## config.mk

```make
export PLATFORM = sky130hd
export DESIGN_NAME = gcd_unit_core
export DESIGN_NICKNAME = d
export VERILOG_FILES = /design/src/sv/gcdu_pkg.sv /design/src/sv/gcd_unit_core.sv /design/src/sv/gcdu_datapath.sv /design/src/sv/gcdu_ctrl.sv
export SDC_FILE = /design/constraint.sdc
export NUM_CORES = 1
export LEC_CHECK = 0
export ABC_AREA = 1
export BUFFER_PORTS_ARGS = -buffer_cell sky130_fd_sc_hd__clkbuf_2
export CAP_MARGIN = 20
export CELL_PAD_IN_SITES_DETAIL_PLACEMENT = 2
export CELL_PAD_IN_SITES_GLOBAL_PLACEMENT = 2
export CORE_MARGIN = 4
export CORE_UTILIZATION = 30
export DETAILED_ROUTE_END_ITERATION = 10
export PLACE_DENSITY = 0.82
export SLEW_MARGIN = 30
export SYNTH_ARGS = -nofsm -noshare
export SYNTH_HDL_FRONTEND = slang
export SYNTH_SLANG_ARGS = --single-unit
```

## constraint.sdc

```tcl
create_clock -name i_clk -period 8.1 [get_ports i_clk]
set_input_delay 1.215 -clock i_clk [delete_from_list [all_inputs] [get_ports i_clk]]
set_output_delay 1.215 -clock i_clk [all_outputs]
set_load 0.05 [all_outputs]
```

## src/sv/gcdu_pkg.sv

```systemverilog
// Shared constants and controller/datapath interface types for the GCD unit.
package gcdu_pkg;

    localparam int OPERAND_WIDTH = 64;
    localparam int FIELD_WIDTH   = 64;
    localparam int TWOS_W        = $clog2(OPERAND_WIDTH);

    typedef logic [OPERAND_WIDTH-1:0] t_operand;
    typedef logic [TWOS_W-1:0]        t_twos;

    typedef struct packed {
        logic load;
        logic shift_both;
        logic shift_a;
        logic shift_b;
        logic sub;
        logic finish;
        logic finish_one;
    } t_dp_cmd;

    typedef struct packed {
        logic a_le1;
        logic b_le1;
        logic both_even;
        logic a_even;
        logic b_even;
        logic b_zero;
    } t_dp_status;

endpackage

```

## src/sv/gcd_unit_core.sv

```systemverilog
// Top level of the GCD unit: binary GCD of two unsigned operands.
//
// Usage: drive both operands and raise start while busy is low; the operands
// transfer at that clock edge and busy rises on the next cycle. While busy is
// high, start is ignored.
// The result appears on o_divisor for exactly one cycle with o_done high; the
// receiver cannot stall, so it must take the transfer in that cycle.
// Latency depends on the operands. When either operand is zero or one the result
// (then one) is set from the check state without entering the loop. Otherwise the
// shift/subtract loop does at most one halving or one subtraction per cycle. Every
// subtraction leaves an even value that is halved next unless it is zero, and
// each halving drops a bit from the two operands together, which bounds the loop.
// One item is in flight at a time; busy falls in the cycle that shows o_done,
// so the next item can transfer in that same cycle.
// Operand bits at or above OPERAND_WIDTH are ignored.
// Reset is synchronous and active low; it returns the controller to idle and
// clears o_done. Nothing is kept between items.
module gcd_unit_core
    import gcdu_pkg::*;
(
    input  logic                   i_clk,
    input  logic                   i_rst_n,
    input  logic                   start,
    output logic                   busy,
    input  logic [FIELD_WIDTH-1:0] i_first_operand,
    input  logic [FIELD_WIDTH-1:0] i_second_operand,
    output logic                   o_done,
    output logic [FIELD_WIDTH-1:0] o_divisor
);

    t_dp_cmd    dp_cmd;
    t_dp_status dp_status;

    gcdu_ctrl u_ctrl (
        .i_clk    (i_clk),
        .i_rst_n  (i_rst_n),
        .i_start  (start),
        .i_status (dp_status),
        .o_cmd    (dp_cmd),
        .o_busy   (busy),
        .o_done   (o_done)
    );

    gcdu_datapath u_datapath (
        .i_clk            (i_clk),
        .i_first_operand  (i_first_operand),
        .i_second_operand (i_second_operand),
        .i_cmd            (dp_cmd),
        .o_status         (dp_status),
        .o_divisor        (o_divisor)
    );

endmodule

```

## src/sv/gcdu_datapath.sv

```systemverilog
// Datapath of the GCD unit: operand registers, subtractor, and result register.
module gcdu_datapath
    import gcdu_pkg::*;
(
    input  logic                   i_clk,
    input  logic [FIELD_WIDTH-1:0] i_first_operand,
    input  logic [FIELD_WIDTH-1:0] i_second_operand,
    input  t_dp_cmd                i_cmd,
    output t_dp_status             o_status,
    output logic [FIELD_WIDTH-1:0] o_divisor
);

    t_operand r_a;
    t_operand r_b;
    t_twos    r_twos;
    t_operand r_result;
    logic     a_gt_b;

    assign a_gt_b = r_a > r_b;

    always_comb begin
        o_status.a_le1     = (r_a[OPERAND_WIDTH-1:1] == '0);
        o_status.b_le1     = (r_b[OPERAND_WIDTH-1:1] == '0);
        o_status.both_even = ~(r_a[0] | r_b[0]);
        o_status.a_even    = ~r_a[0];
        o_status.b_even    = ~r_b[0];
        o_status.b_zero    = (r_b == '0);
    end

    always_ff @(posedge i_clk) begin
        if (i_cmd.load) begin
            r_a    <= i_first_operand[OPERAND_WIDTH-1:0];
            r_b    <= i_second_operand[OPERAND_WIDTH-1:0];
            r_twos <= '0;
        end else if (i_cmd.shift_both) begin
            r_a    <= r_a >> 1;
            r_b    <= r_b >> 1;
            r_twos <= r_twos + 1'b1;
        end else if (i_cmd.shift_a) begin
            r_a <= r_a >> 1;
        end else if (i_cmd.shift_b) begin
            r_b <= r_b >> 1;
        end else if (i_cmd.sub) begin
            // Keep the smaller odd value in a; the difference goes to b.
            if (a_gt_b) begin
                r_a <= r_b;
                r_b <= r_a - r_b;
            end else begin
                r_b <= r_b - r_a;
            end
        end

        if (i_cmd.finish_one) begin
            r_result <= t_operand'(1);
        end else if (i_cmd.finish) begin
            r_result <= r_a << r_twos;
        end
    end

    assign o_divisor = FIELD_WIDTH'(r_result);

endmodule

```

## src/sv/gcdu_ctrl.sv

```systemverilog
// Controller state machine that sequences the binary GCD steps.
module gcdu_ctrl
    import gcdu_pkg::*;
(
    input  logic       i_clk,
    input  logic       i_rst_n,
    input  logic       i_start,
    input  t_dp_status i_status,
    output t_dp_cmd    o_cmd,
    output logic       o_busy,
    output logic       o_done
);

    typedef enum logic [2:0] {
        S_IDLE,
        S_CHECK,
        S_COMMON,
        S_ODD_A,
        S_REDUCE
    } t_state;

    t_state r_state;
    t_state n_state;
    logic   r_done;

    always_comb begin
        o_cmd   = '0;
        n_state = r_state;
        case (r_state)
            S_IDLE: begin
                if (i_start) begin
                    o_cmd.load = 1'b1;
                    n_state    = S_CHECK;
                end
            end
            S_CHECK: begin
                // An operand of zero or one has no factors, so the answer is one.
                if (i_status.a_le1 || i_status.b_le1) begin
                    o_cmd.finish_one = 1'b1;
                    n_state          = S_IDLE;
                end else begin
                    n_state = S_COMMON;
                end
            end
            S_COMMON: begin
                if (i_status.both_even) begin
                    o_cmd.shift_both = 1'b1;
                end else begin
                    n_state = S_ODD_A;
                end
            end
            S_ODD_A: begin
                if (i_status.a_even) begin
                    o_cmd.shift_a = 1'b1;
                end else begin
                    n_state = S_REDUCE;
                end
            end
            S_REDUCE: begin
                if (i_status.b_zero) begin
                    o_cmd.finish = 1'b1;
                    n_state      = S_IDLE;
                end else if (i_status.b_even) begin
                    o_cmd.shift_b = 1'b1;
                end else begin
                    o_cmd.sub = 1'b1;
                end
            end
            default: begin
                n_state = S_IDLE;
            end
        endcase
    end

    always_ff @(posedge i_clk) begin
        if (!i_rst_n) begin
            r_state <= S_IDLE;
            r_done  <= 1'b0;
        end else begin
            r_state <= n_state;
            r_done  <= o_cmd.finish | o_cmd.finish_one;
        end
    end

    assign o_busy = (r_state != S_IDLE);
    assign o_done = r_done;

endmodule

```

==> flow_summary.json, run 1 <==
{
  "status": "finished, final reports clean",
  "synthesis.area_mm2": 0.0246,
  "clock_skew_ns": 0.0266,
  "max-clock-path-buffers": 3,
  "cts_sinks": 202,
  "tns_ns": 0,
  "place_area_mm2": 0.0264,
  "synth.distinct_cells": 47,
  "crit_type": "reg2reg",
  "worst_pin_slew_ns": 1.06,
  "grt_max_degree": 195,
  "numCtsBuffers": 30,
  "power_mw": 15.4,
  "die_x_um": 294,
  "setup_violations": 0,
  "clock_latency_ns": 0.64,
  "min_period_ns": 4.60,
  "cp_max_fo": 44,
  "syn_to_final_growth_pct": 11.4,
  "diodes": 0,
  "dp_slack_ns": 3.68,
  "postCtsHoldBufs": 0,
  "multiInputGateArea_mm2": 0.0160,
  "hpwl_um": 117000,
  "drt.antenna.violating_nets": 0,
  "vias": 30300,
  "maxCapViolCount": 0,
  "syn-num-nets": 4609,
  "vias_per_cell": 5.49,
  "cp-end-kind": "flop",
  "synth-seq-cells": 202,
  "finalMaxSlewViolations": 0,
  "wl_um": 144000,
  "first_iter_violations": 2522,
  "slowest_delay_ns": 0.73,
  "peakVddDrop_uv": 280,
  "crit_family": "simple AND/OR/NAND/NOR gates",
  "crit_buf_inv": 3,
  "synth_area_per_cell_um2": 5.65,
  "grt.total_usage_pct": 32.1,
  "hp-class": "reg2reg",
  "grt_pass1_wl_um": 208000,
  "die_area_mm2": 0.0865,
  "syn_inst": 4347,
  "start_util_pct": 30.4,
  "path_clk_slew_ns": 0.06,
  "rsz0062_at_grt": "no",
  "arrival_ns": 4.85,
  "post_cts_buffers": 0,
  "synth_ff_type": "edfxtp_1",
  "core_mm2": 0.0808,
  "cp-start-kind": "flop",
  "grt_pass1_vias": 31800,
  "synth-edff-count": 128,
  "place.gp.congestion": 0.999,
  "yosysWarnings": 0,
  "overflow": 0,
  "period_share_pct": 56.8,
  "ys_seq_area_share_pct": 21.7,
  "antenna_found_initial": 5,
  "cts_resized": 0,
  "hold_viol": 0,
  "cp.required_ns": 8.35,
  "wl_per_cell_um": 26.1,
  "cp_common_cell": "nand2_2",
  "finalNetCount": 4690,
  "finalInstanceArea_mm2": 0.0274,
  "port_buffers": 196,
  "leakage_nw": 14.3,
  "cpMaxStageDelayCell": "buf_4",
  "io_pins": 197,
  "powerDensity_mw_per_mm2": 561,
  "fill_cells": 10500,
  "cts_tree": "built",
  "die_h_um": 294,
  "maxSlewHeadroom_pct": 28.8,
  "path_cells": "inv_1 -> ha_1 -> fa_1 -> inv_1 -> nand3_1 -> nand2_2 -> nand2_1 -> nand2_1 -> nand2_1 -> nand2_2 -> nand2_2 -> nand2_2 -> nand2_2 -> a21oi_4 -> nand3_1 -> nand3_4 -> buf_4",
  "num_rows": 104,
  "fmax_mhz": 217,
  "regArea_mm2": 0.00533,
  "drc_errors": 0,
  "htree_levels": 1,
  "drive_gt1_share_pct": 8.65,
  "setup_ws_ns": 3.50,
  "clock-root-buffer": "clkbuf_16",
  "dr.pass1.iters": 5,
  "synthArstFlopShare_pct": 0
}
[metal layers]
layer  vias to the layer above  global-route usage, %  wire, µm
met5                         -                      0        38
met4                         6                   18.9     10300
met3                       310                   4.72      9050
met2                       964                   52.1     63800
met1                     15100                   40.4     60500
li1                      13900                      -         -
[where the power goes]
part	internal, mW	total, mW	leakage (nW)	switching [mW]
Clock	0.801	1.41	0.499	0.607
Sequential	1.68	2.27	1.82	0.590
Combinational	3.10	11.7	12.0	8.58
[cell usage after synthesis (all sizes together) (6+ instances only)]
master,n,area (µm²)
nand3,356,1890
clkbuf,107,420
o21ai,320,1600
nand4,62,388
ha,129,1610
xnor2,10,87.6
xor2,42,368
o211ai,18,135
inv,665,2500
clkinv,6,25.0
o21bai,16,120
nor4,31,194
a31oi,18,113
or2,6,37.5
edfxtp,128,3840
a21oi,246,1300
nand2,1726,6560
buf,63,362
nor3,26,135
mux2i,20,200
nor2,265,1080
dfxtp,74,1480
[worst reg2reg max path: cells and delay by family, from the launching register on]
kind	cells	cell delay, ns
AND/OR/NAND/NOR	11	1.58
flip-flops	1	0.51
buffers and inverters	3	1.08
adder cells (fa/ha/maj)	2	0.80
AO/OA/AOI/OAI	1	0.22
[layout by cell type, fill, tap and decap left out, types with 62 or more instances in the layout]
master    instances
clkbuf_2        196
dfxtp_1          70
nand3_1         333
nand2_1        1695
nor2_1          243
a21oi_1         230
o21ai_0         313
inv_1           653
nand4_1          62
edfxtp_1        128
ha_1            129
[stage by stage]
stage,instances,hold WS (ns),util (%)
6_report,5511,0.447,33.9
2_1_floorplan,4347,0.509,-
5_1_grt,5511,0.479,33.9
3_5_place_dp,5456,0.441,32.6
4_1_cts,5511,0.454,33.9
3_3_place_gp,5456,0.432,32.6
[kinds of logic (layout without fill, tap and decap cells)]
logic type | after synthesis | in the layout | share of synthesized area [%]
adder cells (fa/ha/maj) | 131 | 131 | 6.73
flip-flops | 202 | 202 | 21.7
buffers and inverters | 841 | 945 | 13.4
AO/OA/AOI/OAI | 624 | 624 | 13.5
multiplexers | 20 | 20 | 0.815
AND/OR/NAND/NOR | 2477 | 2477 | 42.0
XOR/XNOR | 52 | 52 | 1.85
[path summary, 6_finish.rpt]
path / from / to / slack, ns / cells after the start
setup / recovery: u_datapath.r_a[0] / u_datapath.r_a[27] / 3.50 / 17
hold / removal: u_datapath.o_divisor[9] / u_datapath.o_divisor[9] / 0.45 / 2
setup reg to reg: u_datapath.r_a[0] / u_datapath.r_a[27] / 3.50 / 17
hold reg to reg: u_datapath.o_divisor[9] / u_datapath.o_divisor[9] / 0.45 / 2
[final cells by class]
class / instances / share of cell area (%)
timing repair buffer: 219 / 4.28
inverter: 671 / 9.23
sequential: 202 / 19.5
multi-input combinational: 3304 / 58.5
clock buffer: 40 / 3.10
clock inverter: 15 / 0.581
tap: 1060 / 4.85
[sequential cells by signal, indices dropped and copies added, names as in the netlist]
name                  cells
u_ctrl.o_done             1
u_datapath.r_b           64
u_datapath.r_a           64
u_datapath.r_twos         6
u_datapath.o_divisor     64
u_ctrl.r_state            3
No activity file was read; power rests on OpenSTA's default activity.
==> run 2, diff against run 1 <==
- ABC_AREA: 1 -> 0
- PLACE_DENSITY: 0.82 -> 0.78
- clock period: 8.1 -> 3.9 ns (I/O delays scaled with it)
==> flow_summary.json, run 2 <==
{
  "synth_area_leaders": "edfxtp_1 19%, a21oi_1 7.9%, ha_1 7.9%",
  "finalNetCount": 3366,
  "cts_sinks": 202,
  "drc_errors": 0,
  "cp_max_fo": 4,
  "syn_inst": 2690,
  "drt.antenna.violating_nets": 0,
  "hpwl_um": 95700,
  "synth_common_cells": "377 x nand2_1, 324 x a21oi_1, 262 x o21ai_0, 250 x nor2_1, 167 x inv_1",
  "wl_per_cell_um": 29.3,
  "cp-end-kind": "flop",
  "status": "finished, final reports clean",
  "combPwrFrac_pct": 74.9,
  "synth_top_cell_by_area": "edfxtp_1",
  "ff2ff_setup_slack_ns": 0.03,
  "setup_violations": 0,
  "cp-start-kind": "flop",
  "max-clock-path-buffers": 3,
  "maxSlewHeadroom_pct": 37.1,
  "rsz0062_at_grt": "yes",
  "cts_tree": "built",
  "antenna_found_initial": 6,
  "synthArstFlopShare_pct": 0,
  "synth-seq-cells": 202,
  "syn_to_final_growth_pct": 27.9,
  "crit_type": "reg2reg",
  "p_sw_mw": 13.5,
  "fin_cells": 4001,
  "yosysWarnings": 0,
  "dr.pass1.iters": 6,
  "overflow": 0,
  "start_util_pct": 30.4,
  "synth_ff_type": "edfxtp_1",
  "core_mm2": 0.0675,
  "switching_share_pct": 52.5,
  "clock_latency_ns": 0.61,
  "vias_per_cell": 5.88,
  "synth_top_area_share_pct": 18.7,
  "num_rows": 95,
  "dp_cells": 3933,
  "drive_gt1_share_pct": 25.6,
  "syn-num-nets": 2952,
  "grt_pass1_vias": 25500,
  "finalMaxSlewViolations": 0,
  "synth_area_per_cell_um2": 7.63,
  "grt.total_usage_pct": 30.7,
  "first_iter_violations": 1846,
  "tns_ns": 0,
  "peakVddDrop_uv": 393,
  "power.internal_mw": 12.2,
  "worst_pin_slew_ns": 0.938,
  "period_share_pct": 99.3,
  "die_area_mm2": 0.0727,
  "grt_max_degree": 93,
  "die_x_um": 270,
  "place.gp.congestion": 0.957,
  "ys_seq_area_share_pct": 25.9,
  "arrival_ns": 4.22,
  "final_common_cell": "nand2_1",
  "synthesis.area_mm2": 0.0205,
  "power_frac_seq_pct": 14.1,
  "io_pins": 197,
  "powerDensity_mw_per_mm2": 981,
  "hold_viol": 0,
  "maxCapViolCount": 0,
  "htree_levels": 1,
  "fmax_mhz": 258,
  "leakage_nw": 11.4,
  "synth-edff-count": 128,
  "wl_um": 117000,
  "hp-class": "in2reg",
  "vias": 23500,
  "path_clk_slew_ns": 0.07,
  "clock_skew_ns": 0.0231,
  "power.clock.fraction_pct": 11.0,
  "min_period_ns": 3.87,
  "cp.required_ns": 4.25,
  "die_h_um": 270,
  "port_buffers": 196,
  "yosysMostFrequentCell": "nand2_1",
  "final_cell_mix": "375 x nand2_1, 366 x buf_4, 310 x a21oi_1",
  "synth.distinct_cells": 73,
  "clock-root-buffer": "clkbuf_16",
  "postCtsHoldBufs": 0,
  "grt_pass1_wl_um": 172000,
  "numCtsBuffers": 29
}
-- run 2: cell count changes after synthesis, moves of 67 or more --
cell,before,now
a21oi_1,230,324
nand2_1,1697,377
nand3_1,335,16
mux2i_1,20,94
inv_1,654,167
a21o_1,1,68
-- run 2: final timing paths --
path,end,start,cells past startpoint
worst max register to register,u_datapath.r_b[59],u_datapath.r_a[1],14
worst max-delay path,u_datapath.r_b[59],u_datapath.r_a[1],14
worst min register to register,u_datapath.o_divisor[30],u_datapath.o_divisor[30],2
worst min-delay path,u_datapath.r_b[37],i_second_operand[37],3
-- run 2: logic make-up after synthesis --
group	synth area share, %
AO/OA/AOI/OAI	27.2
XOR/XNOR	2.47
adder cells (fa/ha/maj)	8.06
buffers and inverters	6.97
flip-flops	25.9
multiplexers	11.3
AND/OR/NAND/NOR	18.0
-- run 2: critical path, stage by stage, from the launching register on --
cell and delay, ns:
edfxtp_1 0.45, buf_4 0.20, ha_1 0.35, nor2b_1 0.18, o21ai_0 0.32, a21boi_2 0.12, o2111a_1 0.31, o21a_1 0.25
o211ai_1 0.37, nor3b_2 0.25, buf_4 0.17, o2111ai_1 0.11, o31ai_1 0.23, xor2_1 0.18, o21ai_0 0.11
-- run 2: routing by layer --
| layer | vias up | part of all wire (%) | global-route usage, % |
|---|---|---|---|
| met5 | - | 0.0077 | 0 |
| met4 | 2 | 4.2 | 10.8 |
| met3 | 217 | 4.3 | 3.21 |
| met2 | 685 | 47 | 52.1 |
| met1 | 12100 | 44 | 40.8 |
| li1 | 10600 | - | - |
-- run 2: power groups by stage --
stage | Clock, mW | Combinational [mW] | Sequential, mW
3_5_place_dp | 0 | 18.1 | 3.66
3_3_place_gp | 0 | 17.6 | 3.61
2_1_floorplan | 0 | 9.74 | 3.68
5_1_grt | 2.95 | 20.5 | 3.69
6_report | 2.82 | 19.3 | 3.63
4_1_cts | 2.89 | 18.4 | 3.61
-- run 2: repair_timing --
| action | 4_1_cts | 5_1_grt |
|---|---|---|
| buffers inserted | 1 | 12 |
| endpoints found under the setup margin | 19 | 52 |
| cloned | 0 | 0 |
| resized for setup | 16 | 83 |
| pin swaps | 2 | 24 |
-- run 2: through the flow --
| step | area, µm² | setup slack [ns] | total power [mW] | hold WS [ns] | utilization, % |
|---|---|---|---|---|---|
| 6_report | 26300 | 0.0286 | 25.8 | 0.241 | 38.9 |
| 5_1_grt | 26300 | -0.0518 | 27.2 | 0.239 | 38.9 |
| 4_1_cts | 25800 | 0.00321 | 24.9 | 0.201 | 38.3 |
| 3_5_place_dp | 24800 | -0.201 | 21.8 | 0.452 | 36.7 |
| 3_3_place_gp | 24800 | -0.0869 | 21.2 | 0.442 | 36.7 |
| 2_1_floorplan | 20600 | -0.606 | 13.4 | 0.556 | - |
-- run 2: cell type report --
| type | instances | area (µm²) |
|---|---|---|
| multi-input combinational | 2126 | 14300 |
| timing repair buffer | 575 | 3970 |
| antenna | 1 | 2.50 |
| tap | 873 | 1090 |
| sequential | 202 | 5330 |
| clock inverter | 24 | 223 |
| inverter | 170 | 638 |
| fill | 7763 | 41300 |
| clock buffer | 30 | 751 |
